## config.mk

```make
export PLATFORM = sky130hd
export DESIGN_NAME = calendar_date_check_and_weekday_top
export DESIGN_NICKNAME = d
export VERILOG_FILES = /design/src/hdl/cdcw_pkg.sv /design/src/hdl/calendar_date_check_and_weekday_top.sv
export SDC_FILE = /design/constraint.sdc
export NUM_CORES = 1
export LEC_CHECK = 0
export BUFFER_PORTS_ARGS = -buffer_cell sky130_fd_sc_hd__buf_2
export CAP_MARGIN = 20
export CELL_PAD_IN_SITES_DETAIL_PLACEMENT = 2
export CELL_PAD_IN_SITES_GLOBAL_PLACEMENT = 2
export CORE_MARGIN = 1
export CORE_UTILIZATION = 47
export DETAILED_ROUTE_END_ITERATION = 10
export PLACE_DENSITY_LB_ADDON = 0.3
export RECOVER_POWER = 100
export SLEW_MARGIN = 20
export SYNTH_ARGS = -nofsm -noshare
export SYNTH_HDL_FRONTEND = slang
export SYNTH_SLANG_ARGS = --single-unit
```

## constraint.sdc

```tcl
create_clock -name clk -period 17.25 [get_ports clk]
set_input_delay 0.8625 -clock clk [delete_from_list [all_inputs] [get_ports clk]]
set_output_delay 0.8625 -clock clk [all_outputs]
set_load 0.01 [all_outputs]
```

## src/hdl/cdcw_pkg.sv

```systemverilog
// Package for the date check and weekday block: transaction types, constants, lookup functions.
`default_nettype none

package cdcw_pkg;

  // Defaults for the top-level parameters
  localparam int unsigned BASE_YEAR_DEF = 1800;
  localparam int unsigned MAX_YEAR_DEF  = 9999;

  // Field widths
  localparam int DayW   = 5;
  localparam int MonW   = 4;
  localparam int YearW  = 14;
  localparam int MdaysW = 5;
  localparam int WdayW  = 3;

  // Division by 25 through a reciprocal: q = (x * RECIP25) >> RECIP_SH.
  // Exact for x below 2^17 / 3, far above the 12-bit operands used here.
  localparam logic [12:0] RECIP25  = 13'd5243;
  localparam int          RECIP_SH = 17;

  // Month numbers used by name
  localparam logic [MonW-1:0] MON_JAN = 4'd1;
  localparam logic [MonW-1:0] MON_FEB = 4'd2;
  localparam logic [MonW-1:0] MON_DEC = 4'd12;

  // Input transaction
  typedef struct packed {
    logic [DayW-1:0]  day;
    logic [MonW-1:0]  month;
    logic [YearW-1:0] year;
  } cdcw_in_t;

  // Result transaction
  typedef struct packed {
    logic              valid_res;
    logic              leap;
    logic [MdaysW-1:0] month_days;
    logic [WdayW-1:0]  weekday;
  } cdcw_out_t;

  // Days in a month; 0 for a month number outside 1..12
  function automatic logic [MdaysW-1:0] month_len(input logic [MonW-1:0] m, input logic lp);
    logic [MdaysW-1:0] r;
    begin
      unique case (m)
        4'd1, 4'd3, 4'd5, 4'd7, 4'd8, 4'd10, 4'd12: r = 5'd31;
        4'd4, 4'd6, 4'd9, 4'd11:                    r = 5'd30;
        4'd2:                                       r = lp ? 5'd29 : 5'd28;
        default:                                    r = 5'd0;
      endcase
      return r;
    end
  endfunction

  // Days before the first of the month in a common year, modulo 7
  function automatic logic [2:0] month_off7(input logic [MonW-1:0] m);
    logic [2:0] r;
    begin
      unique case (m)
        4'd1:    r = 3'd0;
        4'd2:    r = 3'd3;
        4'd3:    r = 3'd3;
        4'd4:    r = 3'd6;
        4'd5:    r = 3'd1;
        4'd6:    r = 3'd4;
        4'd7:    r = 3'd6;
        4'd8:    r = 3'd2;
        4'd9:    r = 3'd5;
        4'd10:   r = 3'd0;
        4'd11:   r = 3'd3;
        4'd12:   r = 3'd5;
        default: r = 3'd0;
      endcase
      return r;
    end
  endfunction

  // Residue modulo 7 of a 15-bit value: 8 == 1 (mod 7), so fold 3-bit digits
  function automatic logic [2:0] mod7(input logic [14:0] v);
    logic [5:0] s1;
    logic [3:0] s2;
    logic [3:0] s3;
    begin
      s1 = 6'(v[2:0]) + 6'(v[5:3]) + 6'(v[8:6]) + 6'(v[11:9]) + 6'(v[14:12]);
      s2 = 4'(s1[2:0]) + 4'(s1[5:3]);
      s3 = (s2 >= 4'd7) ? s2 - 4'd7 : s2;
      return 3'(s3);
    end
  endfunction

endpackage

`default_nettype wire

```

## src/hdl/calendar_date_check_and_weekday_top.sv

```systemverilog
// Top level: Gregorian date check, leap flag, month length and weekday, four-stage pipeline.
//
//  channel | signals                          | direction | content
//  --------+----------------------------------+-----------+-------------------------------
//  in      | in_valid, in_stall, in_data      | to block  | day, month, year
//  out     | out_valid, out_stall, out_data   | from block| valid_res, leap, month_days, weekday
//
// One transaction per cycle while out_stall is low; each result is registered in stages 1 to 4.
// The four register stages are: reciprocal multiplies, leap-year sum,
// leap and month decode with a mod-7 fold, then the final weekday sum.
// Reset (rst, synchronous) clears the stage valid bits; payload registers are not reset.
// A stalled output holds its stage; each stage still fills while it is empty, so
// in_stall rises only when every stage holds a transaction.
`default_nettype none

module calendar_date_check_and_weekday_top #(
  parameter int unsigned BASE_YEAR = cdcw_pkg::BASE_YEAR_DEF,
  parameter int unsigned MAX_YEAR  = cdcw_pkg::MAX_YEAR_DEF
) (
  input  wire logic               clk,
  input  wire logic               rst,
  input  wire logic               in_valid,
  output logic                    in_stall,
  input  wire cdcw_pkg::cdcw_in_t in_data,
  output logic                    out_valid,
  input  wire logic               out_stall,
  output cdcw_pkg::cdcw_out_t     out_data
);

  localparam logic [16:0] BaseYr = 17'(BASE_YEAR);
  localparam logic [16:0] MaxYr  = 17'(MAX_YEAR);

  // Stage valid bits and per-stage load enables
  logic v1, v2, v3, v4;
  logic rdy1, rdy2, rdy3, rdy4;

  assign rdy4     = !v4 || !out_stall;
  assign rdy3     = !v3 || rdy4;
  assign rdy2     = !v2 || rdy3;
  assign rdy1     = !v1 || rdy2;
  assign in_stall = !rdy1;

  always_ff @(posedge clk) begin
    if (rst) begin
      v1 <= 1'b0;
      v2 <= 1'b0;
      v3 <= 1'b0;
      v4 <= 1'b0;
    end else begin
      if (rdy1) v1 <= in_valid;
      if (rdy2) v2 <= v1;
      if (rdy3) v3 <= v2;
      if (rdy4) v4 <= v3;
    end
  end

  // Stage 1: prior-year count, reciprocal products for py/100 and py/400, range flag
  cdcw_pkg::cdcw_in_t s1_item;
  logic [13:0]        s1_py;
  logic [24:0]        s1_p100;
  logic [22:0]        s1_p400;
  logic               s1_rng;
  logic [13:0]        py_c;

  assign py_c = in_data.year - 14'd1;

  always_ff @(posedge clk) begin
    if (rdy1) begin
      s1_item <= in_data;
      s1_py   <= py_c;
      s1_p100 <= 25'(py_c[13:2]) * 25'(cdcw_pkg::RECIP25);
      s1_p400 <= 23'(py_c[13:4]) * 23'(cdcw_pkg::RECIP25);
      s1_rng  <= (17'(in_data.year) >= BaseYr) && (17'(in_data.year) <= MaxYr);
    end
  end

  // Stage 2: py + py/4 - py/100 + py/400 (365 == 1 mod 7); products for year/100, year/400
  logic [4:0]  s2_day;
  logic [3:0]  s2_month;
  logic [13:0] s2_year;
  logic        s2_rng;
  logic [14:0] s2_sum;
  logic [24:0] s2_y100;
  logic [22:0] s2_y400;
  logic [7:0]  q100_c;
  logic [5:0]  q400_c;

  assign q100_c = s1_p100[24:cdcw_pkg::RECIP_SH];
  assign q400_c = s1_p400[22:cdcw_pkg::RECIP_SH];

  always_ff @(posedge clk) begin
    if (rdy2) begin
      s2_day   <= s1_item.day;
      s2_month <= s1_item.month;
      s2_year  <= s1_item.year;
      s2_rng   <= s1_rng;
      s2_sum   <= 15'(s1_py) + 15'(s1_py[13:2]) - 15'(q100_c) + 15'(q400_c);
      s2_y100  <= 25'(s1_item.year[13:2]) * 25'(cdcw_pkg::RECIP25);
      s2_y400  <= 23'(s1_item.year[13:4]) * 23'(cdcw_pkg::RECIP25);
    end
  end

  // Stage 3: leap rule, month length, year-count residue mod 7
  logic [4:0]  s3_day;
  logic [3:0]  s3_month;
  logic        s3_rng;
  logic        s3_ypos;
  logic        s3_leap;
  logic [4:0]  s3_mdays;
  logic [2:0]  s3_r7;
  logic [7:0]  yq100_c;
  logic [5:0]  yq400_c;
  logic        z100_c, z400_c, leap_c;

  assign yq100_c = s2_y100[24:cdcw_pkg::RECIP_SH];
  assign yq400_c = s2_y400[22:cdcw_pkg::RECIP_SH];
  assign z100_c  = (s2_year[1:0] == 2'd0) && (s2_year[13:2] == 12'(yq100_c) * 12'd25);
  assign z400_c  = (s2_year[3:0] == 4'd0) && (s2_year[13:4] == 10'(yq400_c) * 10'd25);
  assign leap_c  = z100_c ? z400_c : (s2_year[1:0] == 2'd0);

  always_ff @(posedge clk) begin
    if (rdy3) begin
      s3_day   <= s2_day;
      s3_month <= s2_month;
      s3_rng   <= s2_rng;
      s3_ypos  <= (s2_year != 14'd0);
      s3_leap  <= leap_c;
      s3_mdays <= cdcw_pkg::month_len(s2_month, leap_c);
      s3_r7    <= cdcw_pkg::mod7(s2_sum);
    end
  end

  // Stage 4: validity and weekday from the residue, month offset and day
  logic       ok_c;
  logic       feb29_c;
  logic [5:0] tot_c;
  logic [2:0] wd_c;

  assign ok_c    = s3_ypos && (s3_mdays != 5'd0) && (s3_day != 5'd0) && (s3_day <= s3_mdays);
  assign feb29_c = s3_leap && (s3_month > cdcw_pkg::MON_FEB);
  assign tot_c   = 6'(s3_r7) + 6'(cdcw_pkg::month_off7(s3_month)) + 6'(feb29_c)
                 + 6'(s3_day) - 6'd1;
  assign wd_c    = (ok_c && s3_rng) ? cdcw_pkg::mod7(15'(tot_c)) + 3'd1 : 3'd0;

  always_ff @(posedge clk) begin
    if (rdy4) begin
      out_data.valid_res  <= ok_c;
      out_data.leap       <= s3_leap;
      out_data.month_days <= s3_mdays;
      out_data.weekday    <= wd_c;
    end
  end

  assign out_valid = v4;

  // Checks
  a_take_fills_s1: assert property (@(posedge clk) disable iff (rst)
    in_valid && !in_stall |=> v1)
    else $error("accepted transaction did not enter stage 1");

  a_wday_needs_valid: assert property (@(posedge clk) disable iff (rst)
    out_valid && (out_data.weekday != 3'd0) |-> out_data.valid_res)
    else $error("weekday given for an invalid date");

  a_bad_month_invalid: assert property (@(posedge clk) disable iff (rst)
    out_valid && (out_data.month_days == 5'd0)
      |-> !out_data.valid_res && (out_data.weekday == 3'd0))
    else $error("bad month reported as valid");

  a_stall_full: assert property (@(posedge clk) disable iff (rst)
    in_stall |-> v1 && v2 && v3 && v4 && out_stall)
    else $error("input stalled with a free stage");

endmodule

`default_nettype wire

```

==> summary.md <==
* 11.23 ns — slack of the worst reg-to-reg path
* 0.44 ns — clock latency of the later-clocked register in the worst-skew pair
* 69 — number of distinct standard cells referenced by the synthesized netlist
* 1857 — final cell count without fillers
* input pin — Worst setup SP type
* 0 — # Post-CTS Setup Buffers
* 10.9 um^2 — synthesized area per cell
* complete, but fails checks — outcome
* 11000 — via total after detailed routing
* 3 — antenna violations before repair
* 17.52 ns — required time at the worst-slack endpoint
* 0.0328 mm^2 — area of the die
* 0 — overflow left after global routing
* 5.94 — via/cell ratio
* built — TritonCTS clock tree
* sky130_fd_sc_hd__inv_1 — most frequent CP cell
* false — unrepaired setup endpoints after global routing
* 0.478 — initial core utilization
* flop to flop — class of the tightest hold or removal check
* 13200 — vias in the first global route
* 0 — Async SR Flop Fraction
* flop — Crit. End Element
* 0 ns — final-layout setup total negative slack
* 2 — max-cap viol count
* -1.47 — worst rel slew slack
* 1390 — cells after synthesis
* 3.70 ns — pin slew with the least headroom to its limit
* 108 — number of pins with negative max-slew slack in the final report
* 0.06 ns — Worst-path clk slew
* 0.330 — Total Routing Usage GR
* 0.0191 ns — clock tree skew after final layout
* 8.81 ns — final critical delay including setup and external delays
* 17 — number of clock buffers inserted by TritonCTS
* 54 — pin count of the biggest net entering global routing
* 8.21% — Layout Area Growth over Synthesis
* 131 — count of flip-flops with a built-in enable after synthesis
* met2 — most heavily used metal layer in global routing
* 181 um — floorplan die width
* 0.629 — grt met2 use
* 0 — Syn. warnings
* 27.6 um — post-detailed-route wirelength per cell
* 3148 — layout filler cell count
* sky130_fd_sc_hd__clkbuf_16 — root buf cell
* 0.511 — Period Utilization, post-route
* 0 — cts-stage hold buffer count
* 0.0151 mm^2 — post-synthesis cell area
* 38 — number of buffer cells added on primary ports
* s2_y100[20] — reg-to-reg critical path endpoint
* 0 — Post-DRT Antenna Nets
* 0 — DRC violation count after routing
* 7 — critical path fanouts, max
* 0.270 — post-synthesis sequential area ratio
* 0.71 ns — peak per-stage delay on the critical path
* 17 — depth of the worst register-to-register path
* 1865 — synthesized net count
* s2_day[2] — Hold Crit Endpoint
* 0.349 — GR Layer Usage met1
* 582 — first-iteration detailed-routing DRC count
* max-capacitance violations, max-slew violations — violations in the final reports
* 1823 — DP Cell Count
* 0 — worst hold path depth
* 2 — buffer levels on the longest clock path
* 1915 — final-stage net count
* input pin to flop — startpoint-to-endpoint class of the critical path
* 0 — Final setup violation count
* 138 — flip-flop and latch count after synthesis
* 181 um — height of the die
* sky130_fd_sc_hd__edfxtp_1 — predominant post-synthesis flop cell
* s1_item[12] — Reg2Reg Launch Point
* 0.841 — routability congestion estimate from global placement
* 0.0498 — GRT met3 Usage
* 0 — number of gates given a new drive strength after cts
* 138 — number of sinks handled by clock tree synthesis
* sky130_fd_sc_hd__inv_1 (330), sky130_fd_sc_hd__ha_1 (307), sky130_fd_sc_hd__fa_1 (141) — most used cells in the layout excluding fill and tap cells
* 5 — first drt pass iteration count
* 9.07 ns — data arrival time of the worst path
* 38900 um — hpwl dp
* 4 — CTS H-tree depth
* 39 — count of pins on the block boundary
* 0.0358 — layout cell share with drive strength beyond 1
* 80200 um — first-pass GRT wire length
* sky130_fd_sc_hd__inv_1 — most frequent standard cell in the layout excluding fill and tap cells
* 114 MHz — FMAX
* 51200 um — final routed wirelength across all metal layers
* 65 — cell row count
* s1_item[20] — critical hold path startpoint
* 0 — final count of hold timing violations
* sky130_fd_sc_hd__or4_1 — cell with the biggest individual delay on the critical path
* 0.0316 mm^2 — core footprint
Yosys cell counts (all sizes together), types with 13 or more instances:
master	number	area [um^2]
inv	330	1240
ha	307	3840
fa	141	2820
edfxtp	131	3930
a21oi	57	289
xnor2	55	489
nor2	38	143
nand2	33	124
xor2	33	289
o21ai	32	160
a21o	27	203
a211oi	13	97.6
nand3	13	65.1
nand4	13	81.3
sequential cells by signal (all words and copies together), names as in the netlist, 3 cells and up, named ones only:
register  count
s3_month      4
s2_sum       15
s2_year      14
s3_mdays      3
s1_py        14
s1_p400       6
s2_y100       8
s2_month      4
s3_r7         3
s2_y400       6
out_data      8
s3_day        5
s1_p100       8
s1_item      23
s2_day        5
worst max-delay path: cells and delay by family:
family	cells	cell delay [ns]
fa+ha+maj	7	2.83
simple gates	5	1.98
compound gates	6	1.84
xor+xnor	3	0.99
buf+inv	6	0.57
per-stage QoR:
step            util  setup slack [ns]  cell area [um^2]  hold slack [ns]
2_1_floorplan      -             10.32             15100            0.400
3_3_place_gp   0.500              9.44             15800            0.402
3_5_place_dp   0.500              9.06             15800            0.413
4_1_cts        0.520              9.21             16400            0.420
5_1_grt        0.517              8.17             16300            0.432
6_report       0.518              8.44             16300            0.421
cell type report:
type / instances / area [um^2] / area share
clock inverters: 11 / 173 / 0.0106
inverters: 330 / 1240 / 0.0758
repair buffers: 42 / 175 / 0.0107
multi-input cells: 911 / 9710 / 0.595
diodes: 2 / 5.00 / 0.000306
flip-flops and latches: 138 / 4070 / 0.249
clock buffers: 21 / 450 / 0.0276
well taps: 402 / 503 / 0.0308
cells by family after synthesis:
group | count (synthesis) | synth area share
simple gates | 163 | 0.0566
flops | 138 | 0.270
buf+inv | 341 | 0.0853
xor+xnor | 88 | 0.0516
compound gates | 204 | 0.0897
mux | 8 | 0.00547
fa+ha+maj | 448 | 0.441
worst max-delay path by stage:
stage,from,to,slack [ns]
2_1_floorplan,in_data[0],s1_p100[24],10.32
3_3_place_gp,in_data[0],s1_p100[24],9.44
3_5_place_dp,in_data[0],s1_p100[24],9.06
4_1_cts,in_data[0],s1_p100[24],9.21
5_1_grt,in_data[0],s1_p100[24],8.17
6_report,in_data[0],s1_p100[24],8.44
routing by layer:
layer  wire length (um)  vias to the layer above
li1                   -                     4814
met1              18600                     5681
met3               2060                      175
met4               2640                        4
met5                 27                        -
met2              27900                      354
Power is not shown: default switching activity piles up to over one toggle a cycle in this logic, so the estimate is an artifact.
